$ cat src/hw/rtl/gbn_pkg.sv
// ----------------------------------------------------------------------------
// Go-Back-N sender window package
// Widths, codes and beat types shared by the sender window modules.
// ----------------------------------------------------------------------------
package gbn_pkg;

  // Sizes of the window store and the sequence space.
  localparam int unsigned WIN_DEPTH  = 16;
  localparam int unsigned SEQ_W      = 16;
  localparam int unsigned IDX_W      = $clog2(WIN_DEPTH);
  localparam int unsigned CNT_W      = $clog2(WIN_DEPTH + 1);
  localparam int unsigned STAMP_W    = 32;

  // Field and register widths.
  localparam int unsigned KIND_W     = 2;
  localparam int unsigned CK_W       = 10;
  localparam int unsigned STATUS_W   = 3;
  localparam int unsigned SEQ_BITS_W = 5;
  localparam int unsigned WIN_W      = 5;
  localparam int unsigned TO_W       = 16;
  localparam int unsigned CFG_W      = 16;
  localparam int unsigned CFG_IDX_W  = 2;

  // Event kinds of an input beat.
  localparam logic [KIND_W-1:0] KIND_SEND = 2'd0;
  localparam logic [KIND_W-1:0] KIND_ACK  = 2'd1;
  localparam logic [KIND_W-1:0] KIND_TICK = 2'd2;

  // Result status codes.
  localparam logic [STATUS_W-1:0] ST_SENT      = 3'd0;
  localparam logic [STATUS_W-1:0] ST_FULL      = 3'd1;
  localparam logic [STATUS_W-1:0] ST_ACK_OK    = 3'd2;
  localparam logic [STATUS_W-1:0] ST_CORRUPT   = 3'd3;
  localparam logic [STATUS_W-1:0] ST_OUTSIDE   = 3'd4;
  localparam logic [STATUS_W-1:0] ST_RETX      = 3'd5;
  localparam logic [STATUS_W-1:0] ST_TICK_IDLE = 3'd6;

  // Configuration register indexes.
  localparam logic [CFG_IDX_W-1:0] CFG_SEQ_BITS = 2'd0;
  localparam logic [CFG_IDX_W-1:0] CFG_WINDOW   = 2'd1;
  localparam logic [CFG_IDX_W-1:0] CFG_TIMEOUT  = 2'd2;

  // Configuration values after reset.
  localparam logic [SEQ_BITS_W-1:0] SEQ_BITS_RST = 5'd3;
  localparam logic [WIN_W-1:0]      WINDOW_RST   = 5'd4;
  localparam logic [TO_W-1:0]       TIMEOUT_RST  = 16'd1000;

  // Classified operation handed from the front end to the back end.
  typedef enum logic [1:0] {
    OP_SEND,
    OP_ACK,
    OP_ACK_BAD,
    OP_TICK
  } op_e;

  typedef struct packed {
    logic [KIND_W-1:0] kind;
    logic [SEQ_W-1:0]  ack_seq;
    logic [CK_W-1:0]   ack_checksum;
  } in_item_t;

  typedef struct packed {
    logic [STATUS_W-1:0] status;
    logic [SEQ_W-1:0]    seq;
    logic [SEQ_W-1:0]    window_base;
    logic [CNT_W-1:0]    in_flight;
    logic                last;
  } res_item_t;

  typedef struct packed {
    op_e              op;
    logic [SEQ_W-1:0] ack_seq;
  } cmd_t;

endpackage

$ cat src/hw/rtl/gbn_front.sv
// ----------------------------------------------------------------------------
// Go-Back-N front end
// Accepts event beats, verifies acknowledgment checksums and queues the
// classified commands two deep for the back end.
// ----------------------------------------------------------------------------
module gbn_front (
  input  logic             clk_i,
  input  logic             rst_ni,
  input  logic             in_push_i,
  input  gbn_pkg::in_item_t in_item_i,
  output logic             in_full_o,
  output logic             cmd_valid_o,
  output gbn_pkg::cmd_t    cmd_o,
  input  logic             cmd_pop_i
);
  import gbn_pkg::*;

  logic [8:0] ck_sum;
  logic       ck_ok;
  logic       keep;
  cmd_t       cmd_new;
  logic       enq;
  logic       deq;

  cmd_t       cmd_mem_q [2];
  logic       wr_ptr_q, wr_ptr_d;
  logic       rd_ptr_q, rd_ptr_d;
  logic [1:0] cnt_q, cnt_d;

  // The checksum is the byte sum of the sequence number.
  assign ck_sum = {1'b0, in_item_i.ack_seq[7:0]} + {1'b0, in_item_i.ack_seq[15:8]};
  assign ck_ok  = ({1'b0, ck_sum} == in_item_i.ack_checksum);

  // Classify the event; the unused kind is accepted and dropped.
  always_comb begin
    keep            = 1'b1;
    cmd_new.op      = OP_TICK;
    cmd_new.ack_seq = in_item_i.ack_seq;
    unique case (in_item_i.kind)
      KIND_SEND: cmd_new.op = OP_SEND;
      KIND_ACK:  cmd_new.op = ck_ok ? OP_ACK : OP_ACK_BAD;
      KIND_TICK: cmd_new.op = OP_TICK;
      default:   keep = 1'b0;
    endcase
  end

  // Two-entry command queue.
  assign in_full_o   = (cnt_q == 2'd2);
  assign cmd_valid_o = (cnt_q != 2'd0);
  assign cmd_o       = cmd_mem_q[rd_ptr_q];
  assign enq         = in_push_i && !in_full_o && keep;
  assign deq         = cmd_pop_i && cmd_valid_o;

  always_comb begin
    wr_ptr_d = enq ? ~wr_ptr_q : wr_ptr_q;
    rd_ptr_d = deq ? ~rd_ptr_q : rd_ptr_q;
    cnt_d    = cnt_q + {1'b0, enq} - {1'b0, deq};
  end

  always_ff @(posedge clk_i or negedge rst_ni) begin
    if (!rst_ni) begin
      wr_ptr_q <= 1'b0;
      rd_ptr_q <= 1'b0;
      cnt_q    <= 2'd0;
    end else begin
      wr_ptr_q <= wr_ptr_d;
      rd_ptr_q <= rd_ptr_d;
      cnt_q    <= cnt_d;
    end
  end

  // Queue storage holds payload only.
  always_ff @(posedge clk_i) begin
    if (enq) begin
      cmd_mem_q[wr_ptr_q] <= cmd_new;
    end
  end

endmodule

$ cat src/hw/rtl/gbn_back.sv
// ----------------------------------------------------------------------------
// Go-Back-N back end
// Holds the window state and configuration, executes one command at a time
// and steps through retransmission runs one packet per cycle while the result queue has room.
// ----------------------------------------------------------------------------
module gbn_back (
  input  logic                            clk_i,
  input  logic                            rst_ni,
  input  logic                            cfg_we_i,
  input  logic [gbn_pkg::CFG_IDX_W-1:0]   cfg_idx_i,
  input  logic [gbn_pkg::CFG_W-1:0]       cfg_data_i,
  input  logic                            cmd_valid_i,
  input  gbn_pkg::cmd_t                   cmd_i,
  output logic                            cmd_pop_o,
  input  logic                            res_full_i,
  output logic                            res_push_o,
  output gbn_pkg::res_item_t              res_o
);
  import gbn_pkg::*;

  typedef enum logic {
    S_IDLE,
    S_RETX
  } state_e;

  state_e                state_q, state_d;
  logic [CNT_W-1:0]      idx_q, idx_d;
  logic [SEQ_W-1:0]      base_q, base_d;
  logic [SEQ_W-1:0]      next_q, next_d;
  logic [CNT_W-1:0]      outst_q, outst_d;
  logic [IDX_W-1:0]      head_q, head_d;
  logic [STAMP_W-1:0]    tick_q, tick_d;

  logic [SEQ_BITS_W-1:0] seq_bits_q;
  logic [WIN_W-1:0]      window_q;
  logic [TO_W-1:0]       timeout_q;

  logic [STAMP_W-1:0]    stamp_q [WIN_DEPTH];
  logic                  stamp_we;
  logic [IDX_W-1:0]      stamp_waddr;

  logic [SEQ_BITS_W-1:0] sb;
  logic [SEQ_W-1:0]      mask;
  logic [SEQ_W-1:0]      half;
  logic [SEQ_W-1:0]      win_lim;
  logic [SEQ_W-1:0]      win_req;
  logic [SEQ_W-1:0]      win_sel;
  logic [CNT_W-1:0]      win_eff;
  logic [TO_W-1:0]       to_eff;

  logic [SEQ_W-1:0]      ack_off;
  logic [CNT_W-1:0]      ack_k;
  logic                  ack_bad;
  logic [STAMP_W-1:0]    tick_nx;
  logic [STAMP_W-1:0]    tick_wait;
  logic                  run_last;
  logic                  geom_wr;

  // Effective sequence width, window and timeout after clamping.
  always_comb begin
    if (seq_bits_q < 5'd2) begin
      sb = 5'd2;
    end else if (seq_bits_q > SEQ_BITS_W'(SEQ_W)) begin
      sb = SEQ_BITS_W'(SEQ_W);
    end else begin
      sb = seq_bits_q;
    end
    mask    = ~({SEQ_W{1'b1}} << sb);
    half    = SEQ_W'(1) << (sb - 5'd1);
    win_lim = (half > SEQ_W'(WIN_DEPTH)) ? SEQ_W'(WIN_DEPTH) : half;
    win_req = (window_q == '0) ? SEQ_W'(1) : SEQ_W'(window_q);
    win_sel = (win_req > win_lim) ? win_lim : win_req;
    win_eff = win_sel[CNT_W-1:0];
    to_eff  = (timeout_q == '0) ? TO_W'(1) : timeout_q;
  end

  // Acknowledgment window test and timeout test.
  assign ack_off   = (cmd_i.ack_seq - base_q) & mask;
  assign ack_bad   = ((cmd_i.ack_seq & ~mask) != '0) || (ack_off >= SEQ_W'(outst_q));
  assign ack_k     = ack_off[CNT_W-1:0] + CNT_W'(1);
  assign tick_nx   = tick_q + STAMP_W'(1);
  assign tick_wait = tick_nx - stamp_q[head_q];
  assign run_last  = (idx_q == outst_q - CNT_W'(1));
  assign geom_wr   = cfg_we_i && ((cfg_idx_i == CFG_SEQ_BITS) || (cfg_idx_i == CFG_WINDOW));

  // Command execution and retransmission sequencing.
  always_comb begin
    state_d     = state_q;
    idx_d       = idx_q;
    base_d      = base_q;
    next_d      = next_q;
    outst_d     = outst_q;
    head_d      = head_q;
    tick_d      = tick_q;
    cmd_pop_o   = 1'b0;
    res_push_o  = 1'b0;
    stamp_we    = 1'b0;
    stamp_waddr = head_q;
    res_o.status = ST_TICK_IDLE;
    res_o.seq    = '0;
    res_o.last   = 1'b1;

    unique case (state_q)
      S_IDLE: begin
        if (cmd_valid_i && !res_full_i) begin
          cmd_pop_o  = 1'b1;
          res_push_o = 1'b1;
          unique case (cmd_i.op)
            OP_SEND: begin
              if (outst_q >= win_eff) begin
                res_o.status = ST_FULL;
              end else begin
                stamp_we     = 1'b1;
                stamp_waddr  = head_q + outst_q[IDX_W-1:0];
                outst_d      = outst_q + CNT_W'(1);
                next_d       = (next_q + SEQ_W'(1)) & mask;
                res_o.status = ST_SENT;
                res_o.seq    = next_q & mask;
              end
            end
            OP_ACK_BAD: begin
              res_o.status = ST_CORRUPT;
            end
            OP_ACK: begin
              if (ack_bad) begin
                res_o.status = ST_OUTSIDE;
              end else begin
                outst_d      = outst_q - ack_k;
                base_d       = (base_q + SEQ_W'(ack_k)) & mask;
                head_d       = head_q + ack_k[IDX_W-1:0];
                res_o.status = ST_ACK_OK;
              end
            end
            OP_TICK: begin
              tick_d = tick_nx;
              if ((outst_q != '0) && (tick_wait >= STAMP_W'(to_eff))) begin
                res_push_o = 1'b0;
                state_d    = S_RETX;
                idx_d      = '0;
              end else begin
                res_o.status = ST_TICK_IDLE;
              end
            end
            default: res_o.status = ST_TICK_IDLE;
          endcase
        end
      end
      S_RETX: begin
        // One retransmitted number per beat, restamped with the current tick.
        if (!res_full_i) begin
          res_push_o   = 1'b1;
          res_o.status = ST_RETX;
          res_o.seq    = (base_q + SEQ_W'(idx_q)) & mask;
          res_o.last   = run_last;
          stamp_we     = 1'b1;
          stamp_waddr  = head_q + idx_q[IDX_W-1:0];
          idx_d        = idx_q + CNT_W'(1);
          if (run_last) begin
            state_d = S_IDLE;
          end
        end
      end
      default: state_d = S_IDLE;
    endcase

    res_o.window_base = base_d;
    res_o.in_flight   = outst_d;

    // A change of window geometry restarts the window.
    if (geom_wr) begin
      base_d  = '0;
      next_d  = '0;
      outst_d = '0;
      head_d  = '0;
    end
  end

  // State, window counters and configuration registers.
  always_ff @(posedge clk_i or negedge rst_ni) begin
    if (!rst_ni) begin
      state_q    <= S_IDLE;
      idx_q      <= '0;
      base_q     <= '0;
      next_q     <= '0;
      outst_q    <= '0;
      head_q     <= '0;
      tick_q     <= '0;
      seq_bits_q <= SEQ_BITS_RST;
      window_q   <= WINDOW_RST;
      timeout_q  <= TIMEOUT_RST;
    end else begin
      state_q <= state_d;
      idx_q   <= idx_d;
      base_q  <= base_d;
      next_q  <= next_d;
      outst_q <= outst_d;
      head_q  <= head_d;
      tick_q  <= tick_d;
      if (cfg_we_i) begin
        unique case (cfg_idx_i)
          CFG_SEQ_BITS: seq_bits_q <= cfg_data_i[SEQ_BITS_W-1:0];
          CFG_WINDOW:   window_q   <= cfg_data_i[WIN_W-1:0];
          CFG_TIMEOUT:  timeout_q  <= cfg_data_i[TO_W-1:0];
          default:      ;
        endcase
      end
    end
  end

  // Send-time stamps, a ring whose head belongs to the oldest packet.
  always_ff @(posedge clk_i) begin
    if (stamp_we) begin
      stamp_q[stamp_waddr] <= tick_q;
    end
  end

endmodule

$ cat src/hw/rtl/gbn_res_q.sv
// ----------------------------------------------------------------------------
// Go-Back-N result queue
// Two-entry queue that holds finished results until they are popped.
// ----------------------------------------------------------------------------
module gbn_res_q (
  input  logic               clk_i,
  input  logic               rst_ni,
  input  logic               push_i,
  input  gbn_pkg::res_item_t item_i,
  output logic               full_o,
  output logic               empty_o,
  input  logic               pop_i,
  output gbn_pkg::res_item_t item_o
);
  import gbn_pkg::*;

  res_item_t  mem_q [2];
  logic       wr_ptr_q;
  logic       rd_ptr_q;
  logic [1:0] cnt_q;
  logic       enq;
  logic       deq;

  assign full_o  = (cnt_q == 2'd2);
  assign empty_o = (cnt_q == 2'd0);
  assign item_o  = mem_q[rd_ptr_q];
  assign enq     = push_i && !full_o;
  assign deq     = pop_i && !empty_o;

  // Pointers and fill count.
  always_ff @(posedge clk_i or negedge rst_ni) begin
    if (!rst_ni) begin
      wr_ptr_q <= 1'b0;
      rd_ptr_q <= 1'b0;
      cnt_q    <= 2'd0;
    end else begin
      if (enq) begin
        wr_ptr_q <= ~wr_ptr_q;
      end
      if (deq) begin
        rd_ptr_q <= ~rd_ptr_q;
      end
      cnt_q <= cnt_q + {1'b0, enq} - {1'b0, deq};
    end
  end

  // Result storage.
  always_ff @(posedge clk_i) begin
    if (enq) begin
      mem_q[wr_ptr_q] <= item_i;
    end
  end

endmodule

$ cat src/hw/rtl/go_back_n_sender_window_core.sv
// ----------------------------------------------------------------------------
// Go-Back-N sender window core
// Sender-side window control: numbering of sends, cumulative acknowledgment
// and timeout-driven go-back retransmission.
//
//   Channel   Handshake         Beat
//   -------   ---------------   ---------------------------------------
//   events    push / full       in_item_i: kind, ack_seq, ack_checksum
//   results   empty / pop       res_item_o: status, seq, base, in_flight, last
//   config    cfg_we_i          cfg_idx_i selects, cfg_data_i carries value
//
// Send, acknowledgment and idle tick events each produce one result beat.
// A timed-out tick first decides, then retransmits each outstanding packet
// (up to 16) in turn through the single stamp-store write port.
// Commands queue two deep ahead of the back end and results two deep after it,
// so either side may stall without stopping the other. Reset is asynchronous
// and needs no clearing pass; the stamp ring is only read where written.
// ----------------------------------------------------------------------------
module go_back_n_sender_window_core (
  input  logic                          clk_i,
  input  logic                          rst_ni,
  input  logic                          push,
  output logic                          full,
  input  gbn_pkg::in_item_t             in_item_i,
  output logic                          empty,
  input  logic                          pop,
  output gbn_pkg::res_item_t            res_item_o,
  input  logic                          cfg_we_i,
  input  logic [gbn_pkg::CFG_IDX_W-1:0] cfg_idx_i,
  input  logic [gbn_pkg::CFG_W-1:0]     cfg_data_i
);
  import gbn_pkg::*;

  logic      cmd_valid;
  cmd_t      cmd;
  logic      cmd_pop;
  logic      res_full;
  logic      res_push;
  res_item_t res;

  // Front end: classification and command queue.
  gbn_front u_front (
    .clk_i       (clk_i),
    .rst_ni      (rst_ni),
    .in_push_i   (push),
    .in_item_i   (in_item_i),
    .in_full_o   (full),
    .cmd_valid_o (cmd_valid),
    .cmd_o       (cmd),
    .cmd_pop_i   (cmd_pop)
  );

  // Back end: window state and retransmission.
  gbn_back u_back (
    .clk_i       (clk_i),
    .rst_ni      (rst_ni),
    .cfg_we_i    (cfg_we_i),
    .cfg_idx_i   (cfg_idx_i),
    .cfg_data_i  (cfg_data_i),
    .cmd_valid_i (cmd_valid),
    .cmd_i       (cmd),
    .cmd_pop_o   (cmd_pop),
    .res_full_i  (res_full),
    .res_push_o  (res_push),
    .res_o       (res)
  );

  // Result queue toward the consumer.
  gbn_res_q u_res_q (
    .clk_i   (clk_i),
    .rst_ni  (rst_ni),
    .push_i  (res_push),
    .item_i  (res),
    .full_o  (res_full),
    .empty_o (empty),
    .pop_i   (pop),
    .item_o  (res_item_o)
  );

endmodule

$ cat config.mk
export PLATFORM = sky130hd
export DESIGN_NAME = go_back_n_sender_window_core
export DESIGN_NICKNAME = d
export VERILOG_FILES = /design/src/hw/rtl/gbn_pkg.sv /design/src/hw/rtl/gbn_front.sv /design/src/hw/rtl/gbn_back.sv /design/src/hw/rtl/gbn_res_q.sv /design/src/hw/rtl/go_back_n_sender_window_core.sv
export SDC_FILE = /design/constraint.sdc
export NUM_CORES = 1
export LEC_CHECK = 0
export ABC_AREA = 1
export BUFFER_PORTS_ARGS = -buffer_cell sky130_fd_sc_hd__buf_2
export CORE_UTILIZATION = 60
export DETAILED_ROUTE_END_ITERATION = 8
export PLACE_DENSITY = 0.77
export SLEW_MARGIN = 25
export SYNTH_ARGS = -nofsm -noshare
export SYNTH_HDL_FRONTEND = slang
export SYNTH_SLANG_ARGS = --single-unit
$ cat constraint.sdc
create_clock -name clk_i -period 8.7 [get_ports clk_i]
set_clock_uncertainty 0.15 [all_clocks]
set_input_delay 1.74 -clock clk_i [delete_from_list [all_inputs] [get_ports clk_i]]
set_output_delay 1.74 -clock clk_i [all_outputs]
set_load 0.05 [all_outputs]
==> results of run 1 <==
-- power by group through the flow --
stage          logic, W  registers, W  clock network (W)
3_3_place_gp    0.00400       0.00491                  0
5_1_grt         0.00461       0.00492            0.00355
2_1_floorplan   0.00291       0.00486                  0
4_1_cts         0.00417       0.00486            0.00342
3_5_place_dp    0.00414       0.00493                  0
6_report        0.00419       0.00487            0.00340
-- sequential cells by signal, summed over array words and instances (netlist names) --
| register | count |
|---|---|
| u_front.cmd_mem_q | 36 |
| u_back.outst_q | 5 |
| u_back.tick_q | 32 |
| u_back.seq_bits_q | 5 |
| u_back.base_q | 16 |
| u_res_q.rd_ptr_q | 1 |
| u_back.next_q | 16 |
| u_back.stamp_q | 512 |
| u_res_q.wr_ptr_q | 1 |
| u_res_q.mem_q | 82 |
| u_front.cnt_q | 2 |
| u_back.window_q | 5 |
| u_front.rd_ptr_q | 1 |
| u_back.head_q | 4 |
| u_back.timeout_q | 16 |
| u_back.idx_q | 5 |
| u_back.state_q | 1 |
| u_front.wr_ptr_q | 1 |
| u_res_q.cnt_q | 2 |
-- path summary, 6_finish.rpt --
check	to	slack [ps]
max	u_back.stamp_q[6][18]	1540
min	u_back.timeout_q[3]	350
max reg2reg	u_back.stamp_q[6][18]	1540
min reg2reg	u_back.timeout_q[3]	350
max in group asynchronous	u_back.tick_q[3]	6000
min in group asynchronous	u_back.base_q[11]	980
-- cells in the final DEF, fill, tap and decap left out, types with 6 or more instances in the layout --
master / instances
o22ai_1: 31
clkinv_2: 10
a21oi_1: 119
nor2_4: 21
fa_1: 9
buf_4: 29
nor4_1: 9
or2_2: 10
clkinv_1: 16
xnor2_1: 14
nor3_1: 29
inv_2: 15
ha_1: 119
o21bai_1: 6
a31oi_1: 6
inv_1: 374
dfrtp_1: 100
buf_16: 12
buf_2: 92
nand3b_1: 7
dfstp_2: 9
o211ai_1: 43
edfxtp_1: 630
nand2_1: 794
o21ai_0: 359
nand4_1: 26
a211oi_1: 8
clkbuf_16: 75
o221ai_1: 96
xor2_1: 61
nand3_1: 183
clkbuf_1: 13
nor2_1: 443
bufinv_16: 12
-- through the flow --
step / cells / hold WS (ps) / setup slack (ps)
2_1_floorplan: 3742 / 303.0 / 2002
3_3_place_gp: 4501 / 330.7 / 1815
3_5_place_dp: 4509 / 333.5 / 1688
4_1_cts: 4646 / 345.7 / 1621
5_1_grt: 4652 / 365.6 / 915.9
6_report: 4652 / 346.1 / 1536
-- per-layer routing --
layer,wire (um),vias up
li1,-,13040
met1,40350,13310
met2,45000,1307
met3,7850,187
met4,3494,0
met5,0,-
-- cell type report --
| type | instances | area share |
|---|---|---|
| timing repair buffer | 136 | 0.02609 |
| multi-input combinational | 2459 | 0.3189 |
| clock inverter | 46 | 0.01527 |
| clock buffer | 91 | 0.04802 |
| sequential | 743 | 0.5315 |
| tap | 782 | 0.02389 |
| inverter | 395 | 0.03635 |
-- logic make-up after synthesis --
family	after synthesis	synth area share
AOI/OAI and AO/OA	701	0.1131
xor gates and xnor gates	77	0.01893
adders and majority gates	128	0.04543
buffers and inverters	540	0.05609
DFF	743	0.5922
muxes	1	0.0002725
and+or+nand+nor	1552	0.1740
-- worst max-delay path, delay by kind of cell (launching register included) --
family | cells | cell delay (ps)
compound gates | 6 | 1250
fa+ha+maj | 3 | 930
buf+inv | 5 | 750
flops | 1 | 600
simple gates | 15 | 3140
==> impl_metrics.ini, run 1 <==
[run_status]
run_status = complete, no violations

[yosys]
synth.area.top_cells = edfxtp_1 (51%), nand2_1 (8.1%), dfrtp_1 (7.1%), o21ai_0 (4.9%), nor2_1 (4.7%)
synthFlopType = edfxtp_1
syn-cell-area_mm2 = 0.03674
synth_edf_count = 630
yosysUniqueCellTypes = 63
ys_seq_area_frac = 0.5922
yosys_warnings = 0
synth_top_area_frac = 0.5149
syn-num-nets = 3921
avgSynthCellArea_um2 = 9.818
yosysMostFrequentCell = nand2_1
synth_top_cell_by_area = edfxtp_1
synthCells = 3742
ys_ff_latch = 743
yosys-top-cells-count = nand2_1 (794), edfxtp_1 (630), nor2_1 (460), inv_1 (377), o21ai_0 (359)
synth-async-reset-ratio = 0.1521

[power]
internal-power_w = 0.007775
switching_power_w = 0.004688
p_comb_frac = 0.336
peakVddDrop_mv = 0.2239
report.power.total_w = 0.01246
p_leak_nw = 16.17
power.density_mw_per_mm2 = 304.3
p_clk_frac = 0.273
switching_share = 0.3761
p_seq_frac = 0.391

[clock_network]
postCtsSetupRepairBufs = 0
cts_resized = 0
postCtsHoldBufs = 0
cts-root-buf = clkbuf_16
path_clk_slew_ps = 60
cts_tree = done
cts_sinks = 743
clock_latency_ps = 630
cts.path.max_buffers = 3
cts_htree_levels = 3
cts_made_buffers = 75

[timing]
fin_setup_tns_ps = 0
period_needed_ps = 7164
final_hold_viol_count = 0
rsz0062_at_grt = no
drv_slew = 0
clock.fmax_mhz = 139.6
tightest_slew_ps = 994.2
finalCritPeriodShare = 0.8234
relSlewSlack = 0.3372
setup_violations = 0

[critical_path]
worstSetupStartpointType = flip-flop
end_kind = flip-flop
slowest_stage = nor2_4
crit_type = reg2reg
worstSetupStartpoint = u_back.seq_bits_q[4]
critPathMaxFanout = 19
r2r.worst_path.cells = 29
arrival_ps = 7310
crit_top_cell = nand2_1
cp.required_ps = 8850
r2r-start = u_back.seq_bits_q[4]
slowest_delay_ps = 730

[finish]
fillers = 4413
synthToLayoutAreaGrowth_pct = 11.48
diodes = 0
ff_latch_area_mm2 = 0.02177
design_area_mm2 = 0.04096
drive_gt1_frac = 0.08656
fin_nets = 3989
multi_input_area_mm2 = 0.01306
final_util = 0.6773

[drt]
drt-wirelength-per-cell_um = 20.79
drt_pass1_iterations = 5
drt_iter0_drc = 3280
vias = 27840
vias_per_cell = 5.985
remaining_drc_errors = 0
ant_nets = 0
routed_wirelength_um = 96690

[placement]
port_buffers = 93
place_area_mm2 = 0.03821
place_hpwl_um = 64660
routabilityCongestion = 0.9632

[die]
start_util = 0.6076
num_rows = 90
core_area_mm2 = 0.06047
die_h_um = 249.5
io_pins = 94
dieWidth_um = 249.5
dieArea_mm2 = 0.06223

[grt]
use_met3 = 0.04683
grt_pass1_wl_um = 150300
grt.busiest_layer = met2
grt_usage = 0.3125
antenna_found_initial = 2
grt-ovfl-total = 0
grt_pass1_vias = 26480
grt_util_met1 = 0.4351
grtUsageMet2 = 0.5006
grt_max_degree = 137

[flow_run]
drv_cap = 0

[worst_hold_path]
hold_path_depth = 2
hold_path_startpoint = u_back.timeout_q[3]
hp-class = reg2reg
Power figures use the tool's default switching activity.
==> inputs of run 2 (changes only) <==
--- a/config.mk
+++ b/config.mk
@@ -7,7 +7,7 @@
 export LEC_CHECK = 0
 export ABC_AREA = 1
 export BUFFER_PORTS_ARGS = -buffer_cell sky130_fd_sc_hd__buf_2
-export CORE_UTILIZATION = 60
+export CORE_UTILIZATION = 57
 export DETAILED_ROUTE_END_ITERATION = 8
 export PLACE_DENSITY = 0.77
 export SLEW_MARGIN = 25
==> constraint.sdc (replaced) <==
create_clock -name clk_i -period 6.4 [get_ports clk_i]
set_clock_uncertainty 0.15 [all_clocks]
set_input_delay 1.28 -clock clk_i [delete_from_list [all_inputs] [get_ports clk_i]]
set_output_delay 1.28 -clock clk_i [all_outputs]
set_load 0.05 [all_outputs]
==> impl_metrics.ini, run 2 (same netlist as run 1, synthesis figures left out) <==
[power]
power.density_mw_per_mm2 = 403.6
switching_share = 0.3793
switching_power_w = 0.006309
p_clk_frac = 0.260
p_leak_nw = 16.31
internal-power_w = 0.01033
p_comb_frac = 0.346
peakVddDrop_mv = 0.2980
p_seq_frac = 0.394

[timing]
finalCritPeriodShare = 0.9461
clock.fmax_mhz = 165.1
fin_setup_tns_ps = 0
setup_violations = 0
period_needed_ps = 6055
drv_slew = 0
final_hold_viol_count = 0
rsz0062_at_grt = no
fin_ws_ps = 344.9
tightest_slew_ps = 898.1
relSlewSlack = 0.4013

[finish]
layout.cells.non_filler = 4758
top_regs = u_back.stamp_q: 512 flops, u_res_q.mem_q: 82 flops, u_front.cmd_mem_q: 36 flops
final_util = 0.6499
fillers = 4826
fin_nets = 4034
layout_common_cells = nand2_1 (793), edfxtp_1 (630), nor2_1 (442), inv_1 (374), o21ai_0 (358)
largest_reg_flops = 512
synthToLayoutAreaGrowth_pct = 12.20
diodes = 0
final_common_cell = nand2_1
drive_gt1_frac = 0.09611
top_register = u_back.stamp_q

[die]
die_h_um = 255.9
num_rows = 92
dieArea_mm2 = 0.06547
dieWidth_um = 255.9
io_pins = 94
core_area_mm2 = 0.06343
start_util = 0.5793

[worst_hold_path]
hp-class = reg2reg

[clock_network]
clock_latency_ps = 660
cts-root-buf = clkbuf_16
cts.path.max_buffers = 3
postCtsHoldBufs = 0
cts_htree_levels = 3
path_clk_slew_ps = 60
cts_tree = done
cts_made_buffers = 75
cts_sinks = 743

[critical_path]
critPathMaxFanout = 19
end_kind = flip-flop
arrival_ps = 6200
worstSetupStartpointType = flip-flop
slowest_stage = dfrtp_1
crit_top_cell = inv_1
slowest_delay_ps = 460
crit_type = reg2reg
cp.required_ps = 6540

[flow_run]
drv_cap = 0

[grt]
grt_usage = 0.2916
grt-ovfl-total = 0
grt_pass1_wl_um = 148300
grt_max_degree = 125
antenna_found_initial = 0
grt_pass1_vias = 26510

[drt]
routed_wirelength_um = 95970
ant_nets = 0
drt_iter0_drc = 3141
remaining_drc_errors = 0
vias = 28010
drt-wirelength-per-cell_um = 20.17
vias_per_cell = 5.888
drt_pass1_iterations = 7

[run_status]
run_status = complete, no violations

[placement]
port_buffers = 93
routabilityCongestion = 0.9671
place_hpwl_um = 64150
dp_slack_ps = 9.617
dp_cells = 4618
==> run 2: changes by cell type in the layout (fill, tap and decap cells not counted), moves of 2 or more <==
cell       before  now
clkinv_4        3    1
clkinv_8        3    1
buf_4          29   70
buf_12          3   19
nand3_4         0    2
clkbuf_1       13   18
bufinv_16      12    5
buf_16         12    0
clkinv_1       16   18
clkinv_16       1    4
==> run 2: power by group through the flow <==
stage / Clock [W] / Combinational (W) / Sequential, W
CTS: 0.00438 / 0.00568 / 0.00655
global route: 0.00456 / 0.00631 / 0.00662
global placement: 0 / 0.00553 / 0.00661
detailed placement: 0 / 0.00563 / 0.00663
floorplan: 0 / 0.00396 / 0.00660
finish: 0.00433 / 0.00575 / 0.00655
==> run 2: metrics by stage <==
| stage | cell area (um2) | hold WS (ps) | total power, W |
|---|---|---|---|
| floorplan | 36740 | 303.0 | 0.01056 |
| global placement | 38690 | 318.8 | 0.01214 |
| detailed placement | 38700 | 336.2 | 0.01226 |
| CTS | 41130 | 349.8 | 0.01661 |
| global route | 41220 | 361.9 | 0.01749 |
| finish | 41220 | 354.3 | 0.01664 |
==> run 2: area by class of cell <==
cell class                 count  area [um2]  area share
tap                          846        1059     0.02568
multi-input combinational   2459       13110      0.3179
clock buffer                  95        1972     0.04784
inverter                     395        1490     0.03615
clock inverter                39       457.9     0.01111
timing repair buffer         181        1366     0.03315
sequential                   743       21770      0.5282
==> run 2: metal layers <==
layer	GRT usage	part of all wire	vias up
met4	0.1233	0.039	0
met2	0.4718	0.47	1370
met5	0	0	-
met3	0.04536	0.084	206
li1	-	-	13140
met1	0.3940	0.41	13300
==> run 2: critical path: cells and delay by family (launching register included) <==
family | cells | cell delay [ps]
and+or+nand+nor | 12 | 2060
buffers and inverters | 8 | 1010
AOI/OAI and AO/OA | 9 | 1240
adders and majority gates | 3 | 760
DFF | 1 | 460
==> run 2: repair_timing <==
item / in CTS / in global routing
resized for setup: 1 / 9
pin swaps: 0 / 1
endpoints found under the setup margin: 83 / 512
setup buffers: 0 / 6
==> run 2: worst paths after layout <==
kind	startpoint	to	slack (ps)	cells after the start
worst max-delay path	u_back.seq_bits_q[2]	u_back.stamp_q[4][14]	340	32
max in group asynchronous	rst_ni	u_back.head_q[0]	4500	2
worst min-delay path	u_back.seq_bits_q[0]	u_back.seq_bits_q[0]	350	2
worst max register to register	u_back.seq_bits_q[2]	u_back.stamp_q[4][14]	340	32
min in group asynchronous	rst_ni	u_back.base_q[10]	460	1
worst min register to register	u_back.seq_bits_q[0]	u_back.seq_bits_q[0]	350	2
